==> config.mk <==
export PLATFORM = sky130hd
export DESIGN_NAME = phvc_div
export DESIGN_NICKNAME = d
export VERILOG_FILES = /design/src/rtl/phvc_pkg.sv /design/src/rtl/phvc_div.sv
export SDC_FILE = /design/constraint.sdc
export NUM_CORES = 1
export LEC_CHECK = 0
export BUFFER_PORTS_ARGS = -buffer_cell sky130_fd_sc_hd__buf_2
export CAP_MARGIN = 30
export CORE_MARGIN = 8
export CORE_UTILIZATION = 50
export DETAILED_ROUTE_END_ITERATION = 10
export PLACE_DENSITY = 0.69
export SYNTH_ARGS = -nofsm -noshare
export SYNTH_HDL_FRONTEND = slang
export SYNTH_SLANG_ARGS = --single-unit
==> constraint.sdc <==
create_clock -name clk -period 8.1 [get_ports clk]
set_input_delay 0.405 -clock clk [delete_from_list [all_inputs] [get_ports clk]]
set_output_delay 0.405 -clock clk [all_outputs]
set_load 0.01 [all_outputs]
==> src/rtl/phvc_pkg.sv <==
// ----------------------------------------------------------------------------
// phvc_pkg: shared types and constants of the position-hold velocity controller
// Request and result layouts, register indexes, divider interface, saturation.
// ----------------------------------------------------------------------------
package phvc_pkg;

	localparam int AVG_POINTS = 8;
	localparam int HIST_LEN   = AVG_POINTS + 1;
	localparam int FILL_W     = $clog2(HIST_LEN + 1);
	localparam int CNT_W      = (AVG_POINTS > 1) ? $clog2(AVG_POINTS) : 1;

	localparam logic signed [31:0] ONE_Q   = 32'sd65536;
	localparam logic signed [31:0] Q_MAX   = 32'sh7fffffff;
	localparam logic signed [31:0] Q_MIN   = 32'sh80000000;
	localparam logic signed [51:0] NUM_LIM = 52'sd70368744177663;

	localparam logic [2:0] CFG_LAW      = 3'd0;
	localparam logic [2:0] CFG_TAU      = 3'd1;
	localparam logic [2:0] CFG_TARGET   = 3'd2;
	localparam logic [2:0] CFG_SCALE    = 3'd3;
	localparam logic [2:0] CFG_LIMIT    = 3'd4;
	localparam logic [2:0] CFG_CAP      = 3'd5;
	localparam logic [2:0] CFG_BLEND    = 3'd6;
	localparam logic [2:0] CFG_INIT_VEL = 3'd7;

	localparam logic [1:0] LAW_NONE   = 2'd0;
	localparam logic [1:0] LAW_LINEAR = 2'd1;
	localparam logic [1:0] LAW_QUAD1  = 2'd2;
	localparam logic [1:0] LAW_QUAD2  = 2'd3;

	typedef struct packed {
		logic signed [31:0] measured_position;
		logic        [30:0] time_step;
		logic        [47:0] current_time;
		logic               first_step;
	} in_t;

	typedef struct packed {
		logic signed [31:0] inlet_velocity;
		logic signed [31:0] velocity_rate;
		logic signed [31:0] speed_estimate;
		logic signed [31:0] local_speed;
		logic signed [31:0] clamped_velocity;
		logic               divide_fault;
	} out_t;

	typedef struct packed {
		logic               start;
		logic signed [51:0] num;
		logic signed [49:0] den;
	} div_req_t;

	typedef struct packed {
		logic               done;
		logic               fault;
		logic signed [31:0] quo;
	} div_rsp_t;

	function automatic logic signed [31:0] sat32(input logic signed [51:0] x);
		logic signed [31:0] r;
		if (x > 52'(Q_MAX)) begin
			r = Q_MAX;
		end else if (x < 52'(Q_MIN)) begin
			r = Q_MIN;
		end else begin
			r = x[31:0];
		end
		return r;
	endfunction

endpackage

==> src/rtl/phvc_div.sv <==
// ----------------------------------------------------------------------------
// phvc_div: iterative Q16.16 divider
// Computes sat32((clamp(num) * 2^16) / den), truncated toward zero, one
// quotient bit per cycle after an overflow check; a zero divisor saturates.
// ----------------------------------------------------------------------------
module phvc_div (
	input  logic                clk,
	input  logic                arst_n,
	input  phvc_pkg::div_req_t  req,
	output phvc_pkg::div_rsp_t  rsp
);

	typedef enum logic [2:0] {
		D_IDLE = 3'b001,
		D_CHK  = 3'b010,
		D_RUN  = 3'b100
	} dstate_t;

	dstate_t            state_q;
	logic [61:0]        mag_q;
	logic [48:0]        dmag_q;
	logic [48:0]        rem_q;
	logic [30:0]        lo_q;
	logic [4:0]         cnt_q;
	logic               neg_q;
	logic               done_q;
	logic               fault_q;
	logic signed [31:0] quo_q;

	logic signed [51:0] numc;
	logic signed [51:0] numa;
	logic signed [49:0] dena;
	logic [49:0]        rem2;
	logic [49:0]        remd;
	logic               qbit;
	logic [30:0]        qnext;

	always_comb begin
		numc = req.num;
		if (req.num > phvc_pkg::NUM_LIM) begin
			numc = phvc_pkg::NUM_LIM;
		end else if (req.num < -phvc_pkg::NUM_LIM) begin
			numc = -phvc_pkg::NUM_LIM;
		end
		numa = (numc < 0) ? -numc : numc;
		dena = (req.den < 0) ? -req.den : req.den;
		rem2 = {rem_q, lo_q[30]};
		remd = rem2 - {1'b0, dmag_q};
		qbit = (rem2 >= {1'b0, dmag_q});
		qnext = {lo_q[29:0], qbit};
	end

	always_ff @(posedge clk or negedge arst_n) begin
		if (!arst_n) begin
			state_q <= D_IDLE;
			done_q  <= 1'b0;
			fault_q <= 1'b0;
			quo_q   <= '0;
			mag_q   <= '0;
			dmag_q  <= '0;
			rem_q   <= '0;
			lo_q    <= '0;
			cnt_q   <= '0;
			neg_q   <= 1'b0;
		end else begin
			done_q <= 1'b0;
			unique case (state_q)
				D_IDLE: begin
					if (req.start) begin
						fault_q <= 1'b0;
						if (req.den == 0) begin
							fault_q <= 1'b1;
							done_q  <= 1'b1;
							if (numc > 0) begin
								quo_q <= phvc_pkg::Q_MAX;
							end else if (numc < 0) begin
								quo_q <= phvc_pkg::Q_MIN;
							end else begin
								quo_q <= '0;
							end
						end else begin
							mag_q   <= {numa[45:0], 16'b0};
							dmag_q  <= dena[48:0];
							neg_q   <= (numc < 0) ^ (req.den < 0);
							state_q <= D_CHK;
						end
					end
				end
				D_CHK: begin
					// A quotient of 2^31 or more saturates without iterating.
					if ({18'b0, mag_q} >= {dmag_q, 31'b0}) begin
						quo_q   <= neg_q ? phvc_pkg::Q_MIN : phvc_pkg::Q_MAX;
						done_q  <= 1'b1;
						state_q <= D_IDLE;
					end else begin
						rem_q   <= {18'b0, mag_q[61:31]};
						lo_q    <= mag_q[30:0];
						cnt_q   <= '0;
						state_q <= D_RUN;
					end
				end
				D_RUN: begin
					rem_q <= qbit ? remd[48:0] : rem2[48:0];
					lo_q  <= qnext;
					cnt_q <= cnt_q + 5'd1;
					if (cnt_q == 5'd30) begin
						quo_q   <= neg_q ? -signed'({1'b0, qnext}) : signed'({1'b0, qnext});
						done_q  <= 1'b1;
						state_q <= D_IDLE;
					end
				end
				default: state_q <= D_IDLE;
			endcase
		end
	end

	assign rsp.done  = done_q;
	assign rsp.fault = fault_q;
	assign rsp.quo   = quo_q;

endmodule

**Yosys cells after proc, flatten, opt, wreduce, memory -nomap -nowiden**

Cells that the tools add are included.

- $add $sub $neg: 5
- Order comparisons: 7
- Equal/unequal tests: 10
- Mux-type cells: 30
- Bitwise operators: 2
- Reduce and logical (&&, ||, !) cells: 8

Operators by type and width:

| kind | count |
|---|---|
| two-way mux 32 bit | 8 |
| two-way mux 49 bit | 3 |
| two-way mux 52 bit | 2 |
| case mux 49 bit (2 select lines) | 1 |
| case mux 32 bit (3 select lines) | 1 |
| >= comparator 62 x 80 -> 1 bit | 1 |
| case mux 31 bit (2 select lines) | 1 |
| > comparator 52 x 1 -> 1 bit, second input constant | 1 |
| > comparator 52 x 47 -> 1 bit, second input constant | 1 |
| < comparator 52 x 1 -> 1 bit, second input constant | 1 |
| < comparator 52 x 47 -> 1 bit, second input constant | 1 |
| >= comparator 50 x 49 -> 1 bit | 1 |
| zero test 50 bit | 1 |
| < comparator 50 x 1 -> 1 bit, second input constant | 1 |
| negation 49 bit | 1 |
| subtractor 49 bit | 1 |
| two-way mux 46 bit | 1 |
| negation 46 bit | 1 |
| negation 31 -> 32 bit | 1 |
| two-way mux 31 bit | 1 |
| two-way mux 3 bit | 4 |
| inequality test 2 bit, second input constant | 6 |
| case mux 5 bit (2 select lines) | 1 |
| case mux 3 bit (3 select lines) | 1 |
| 15 further kinds | 20 |

- Bits in registers: 218
- Bits of input ports: 105
- Output and inout bits: 34
- Logic and storage cells: 72

**Depth between registers and ports, before layout**

- Depth after elaboration: 9
- Depth in mapped cells: 22
- Depth with buffers taken out: 20

**Worst setup path before layout**

OpenSTA, ideal clock, no wires.

- Path type: input -> register
- Start point: input req[86] (netlist bit)
- End point: register quo_q[11]
- Setup time: 0.133 ns
- Arrival time: 4.459 ns
- Required time: 7.967 ns
- Path slack: 3.508 ns
- Cell stages on the path: 20
- Buffers on the path: 4
- Path through: nor2_1 > nand2_1 > or4_1 > nor4_1 > nand4_1 > nand4_1 > ha_1 > clkbuf_1 > clkbuf_1 > buf_1 > nor3_1 > ha_1 > o21ai_1 > nor4_1 > a311oi_1 > o21ai_1 > nand2_2 > clkbuf_1 > o21ai_0 > o21ai_0

- Cells in the longest elaborated chain, start to end: 8
- Elaborated cells on any way between the ends: 9
- Those cells by class: order compare (3); mux (6)

Ends and longest elaborated chain:

| item | line | source |
|---|---|---|
| start: declaration | phvc_div.sv:9 | `input phvc_pkg::div_req_t req,` |
| < comparator 52 x 47 -> 1 bit | phvc_div.sv:42 | `end else if (req.num < -phvc_pkg::NUM_LIM) begin` |
| two-way mux 52 bit | phvc_div.sv:42 |  |
| two-way mux 52 bit (*) | phvc_div.sv:40 | `if (req.num > phvc_pkg::NUM_LIM) begin` |
| > comparator 52 x 1 -> 1 bit (*) | phvc_div.sv:74 | `if (numc > 0) begin` |
| two-way mux 32 bit (*) | phvc_div.sv:74 |  |
| two-way mux 32 bit (*) | phvc_div.sv:71 | `if (req.den == 0) begin` |
| two-way mux 32 bit (*) | phvc_div.sv:69 | `if (req.start) begin` |
| case mux 32 bit (3 select lines) (*) | phvc_div.sv:67 | `unique case (state_q)` |
| end signal: assignment | phvc_div.sv:75 | `quo_q <= phvc_pkg::Q_MAX;` |
| end signal: assignment | phvc_div.sv:77 | `quo_q <= phvc_pkg::Q_MIN;` |
| end signal: assignment | phvc_div.sv:92 | `quo_q <= neg_q ? phvc_pkg::Q_MIN : phvc_pkg::Q_MAX;` |
| end: declaration | phvc_div.sv:28 | `logic signed [31:0] quo_q;` |

Mark *: on every way between the ends. The rest lies on a longest branch, timed or not. The select of a mux whose other input is x is not followed.
A chain may end at the register's enable or synchronous reset.

**Worst setup path in the final report**

- Start point: input req[86] (netlist bit)
- End point: register quo_q[29]

Same word-level chain as after synthesis.

==> flow_summary.yaml <==
outcome:
  status: "complete, no violations"
yosys:
  synthMuxAreaShare: 0.0179
  syn_inst: 1963
  synth_ff_type: "dfrtp_1"
  synth-xor-area-share: 0.0733
  synthSimpleGateAreaFrac: 0.198
  ys_ff_latch: 218
  syn_avg_cell_area_sq_um: 8.10
  yosysWarnings: 0
  yosys.area.top_type_share: 0.342
  async_reset_ff_frac: 1.00
  synthAdderAreaFrac: 0.0689
  yosys-top-cells-area: "dfrtp_1, ha_1, o21ai_0"
  synth_seq_area_share: 0.343
  synth_nets: 2155
  synth_top_family_by_area: "compound AO/OA/AOI/OAI gates"
  ys_types: 82
  yosysTopAreaCell: "dfrtp_1"
  synth_edf_count: 0
  synth_compound_area_frac: 0.251
  mappedNetlistArea_sq_um: 15900
routing:
  postRouteAntennaNets: 0
  avgViaCountPerCell: 6.20
  routed_wl_microns: 50500
  vias: 15300
  first_pass_iters: 7
  drtIter0Drc: 1273
  drc_errors: 0
  wl_per_cell_microns: 20.5
finish:
  fin_nets: 2231
  syn_to_final_growth_pct: 11.9
  final_layout_size_suffix_gt1_frac: 0.116
  fin_cells: 2461
critical_path:
  worst-setup-path-type: "in -> reg"
  worstSetupEndpointType: "flop"
  critPathSlowestCell: "o21ai_1"
  arrival_ps: 5810
  path_buf_inv: 2
  crit_path_start_kind: "input pin"
  crit_chain: "buf_2 -> nor2_1 -> nand2_1 -> or4_1 -> nor4_1 -> nand4_1 -> nand4_1 -> ha_1 -> buf_4 -> nor3_1 -> ha_1 -> o21ai_1 -> nor4_1 -> a311oi_1 -> o21ai_1 -> nand2_2 -> a21oi_1 -> nor2_1"
  crit_required_ps: 8520
  cpPeakStageDelay_ps: 650
  critical_path_peak_fanout: 31
  crit_family: "simple AND/OR/NAND/NOR gates"
power:
  power_uw: 6280
  leakage_uw: 0.00762
  peakVddDrop_mv: 0.206
  p_clk_frac: 0.205
  power_density_nw_per_um2: 353
  swShare: 0.442
  seq_power_share: 0.287
  p_switching_uw: 2780
  intPower_uw: 3510
  combPwrFrac: 0.508
timing:
  worst_clock_skew_ps: 25.2
  setup_viol: 0
  rsz0062_at_grt: "no"
  relSlewSlack: 0.372
  hold_violations: 0
  setup_tns_ps: 0
  slew_violations: 0
  min_period_ps: 5380
  fmax_ghz: 0.186
  worst_slew_pin_slew_ps: 942
  post-route-period-util: 0.665
floorplan:
  io_pins: 139
  dieArea_sq_um: 37800
  fp.dieH_microns: 194
  core_area_sq_um: 31500
  start_util: 0.505
  core.rowCount: 65
  die_x_microns: 194
global_routing:
  grt_max_degree: 100
  grt_usage: 0.257
  use_met2: 0.399
  grt.overflow.total: 0
  grt_antenna_before_repair: 4
  met3_usage: 0.0491
  busiest_layer: "met2"
  grt_pass1_wl_microns: 80400
  grt_util_met1: 0.359
  grt_pass1_vias: 14600
worst_hold_path:
  holdCritPathClass: "in -> reg"
place:
  numPortBuffers: 138
  dp_cells: 2412
  dpl.hpwl_microns: 37200
  place.gp.congestion: 0.949
cts:
  cts_setup_buffers: 0
  clockBufferDepth: 3
  cts_buffers: 25
  clkLatencyLatePin_ps: 560
  cts_tree: "yes"
  htreeDepth: 1
  cts_root_buf: "clkbuf_16"
  cts_sinks: 218
  clk_pin_slew_ps: 60
flow_run:
  drv_cap: 0
==> routing by layer <==
metal  vias to the layer above  routed length, microns
met5                         -                      30
met4                         6                    1350
met3                        86                    3480
met2                       543                   22300
met1                      7328                   23400
li1                       7291                       -
==> layout make-up <==
| type | count | area [sq um] |
|---|---|---|
| antenna | 1 | 2.50 |
| clock buffer | 30 | 684 |
| clock inverter | 16 | 260 |
| fill | 2921 | 13700 |
| inverter | 72 | 273 |
| multi-input combinational | 1564 | 9700 |
| sequential | 218 | 5460 |
| tap | 402 | 503 |
| timing repair buffer | 158 | 901 |
==> cell families (layout without fill, tap and decap cells) <==
| logic type | after synthesis | in the layout |
|---|---|---|
| AOI/OAI and AO/OA | 648 | 648 |
| xor gates and xnor gates | 133 | 133 |
| adders and majority gates | 87 | 87 |
| buffers and inverters | 181 | 276 |
| DFF | 218 | 218 |
| muxes | 28 | 28 |
| other | 0 | 1 |
| and+or+nand+nor | 668 | 668 |
==> cell usage in the layout, fill, tap and decap left out, drive strengths merged, types with 22 or more instances in the layout <==
cell type    n
a31oi       46
nand3       30
mux2i       24
a21oi      134
buf        157
inv         72
ha          86
a22oi       35
nor3        36
dfrtp      217
xor2        47
clkbuf      30
xnor2       86
o21ai      237
nor2       179
nand2      249
nand4       32
or4         22
o31ai       31
a21o        24
==> worst paths after layout <==
kind	start	to	slack (ps)	cells after the start
setup / recovery	req[86]	quo_q[29]$_DFFE_PN0P_	2720	18
hold / removal	req[22]	dmag_q[22]$_DFFE_PN0P_	160	4
setup reg to reg	dmag_q[43]$_DFFE_PN0P_	quo_q[24]$_DFFE_PN0P_	2720	18
hold reg to reg	dmag_q[19]$_DFFE_PN0P_	dmag_q[19]$_DFFE_PN0P_	490	2
max in group asynchronous	arst_n	mag_q[52]$_DFFE_PN0P_	6310	3
min in group asynchronous	arst_n	quo_q[13]$_DFFE_PN0P_	430	2
==> registers in the layout (all words and copies together) (netlist names) <==
register	cells
fault_q	1
state_q	3
lo_q	31
rem_q	49
cnt_q	5
mag_q	46
done_q	1
neg_q	1
quo_q	32
dmag_q	49
==> synth_stat cells (all sizes together) (30+ instances only) <==
library cell,instances
inv,71
nor2,179
buf,33
clkbuf,76
a31oi,46
nor3,36
dfrtp,217
nand2,249
ha,86
a21oi,134
xnor2,86
a22oi,35
nand3,30
nand4,32
o21ai,237
xor2,47
o31ai,31
==> power by group through the flow <==
| stage | registers [uW] | logic [uW] | clock network (uW) |
|---|---|---|---|
| floorplan | 1660 | 2450 | 0 |
| global placement | 1790 | 3060 | 0 |
| detailed placement | 1800 | 3110 | 0 |
| CTS | 1790 | 3140 | 1310 |
| global route | 1840 | 3550 | 1350 |
| finish | 1800 | 3190 | 1290 |
==> tightest hold or removal path: stages <==
cell and delay [ps]:
buf_2 90, xnor2_1 70, nand2_1 60, o21ai_1 50
==> through the flow <==
| stage | util | setup slack [ps] | hold WS, ps | area (sq um) |
|---|---|---|---|---|
| 2_1_floorplan | - | 3510 | 109 | 15900 |
| 3_3_place_gp | 0.532 | 2090 | 408 | 16700 |
| 4_1_cts | 0.564 | 2720 | 140 | 17800 |
| 3_5_place_dp | 0.534 | 2200 | 414 | 16800 |
| 6_report | 0.565 | 2720 | 162 | 17800 |
| 5_1_grt | 0.565 | 2300 | 167 | 17800 |
==> what timing repair did <==
action,4_1_cts,5_1_grt
endpoints found under the hold margin,73,0
gates resized for setup,0,0
hold buffers,1,0
Power figures use the tool's default switching activity.
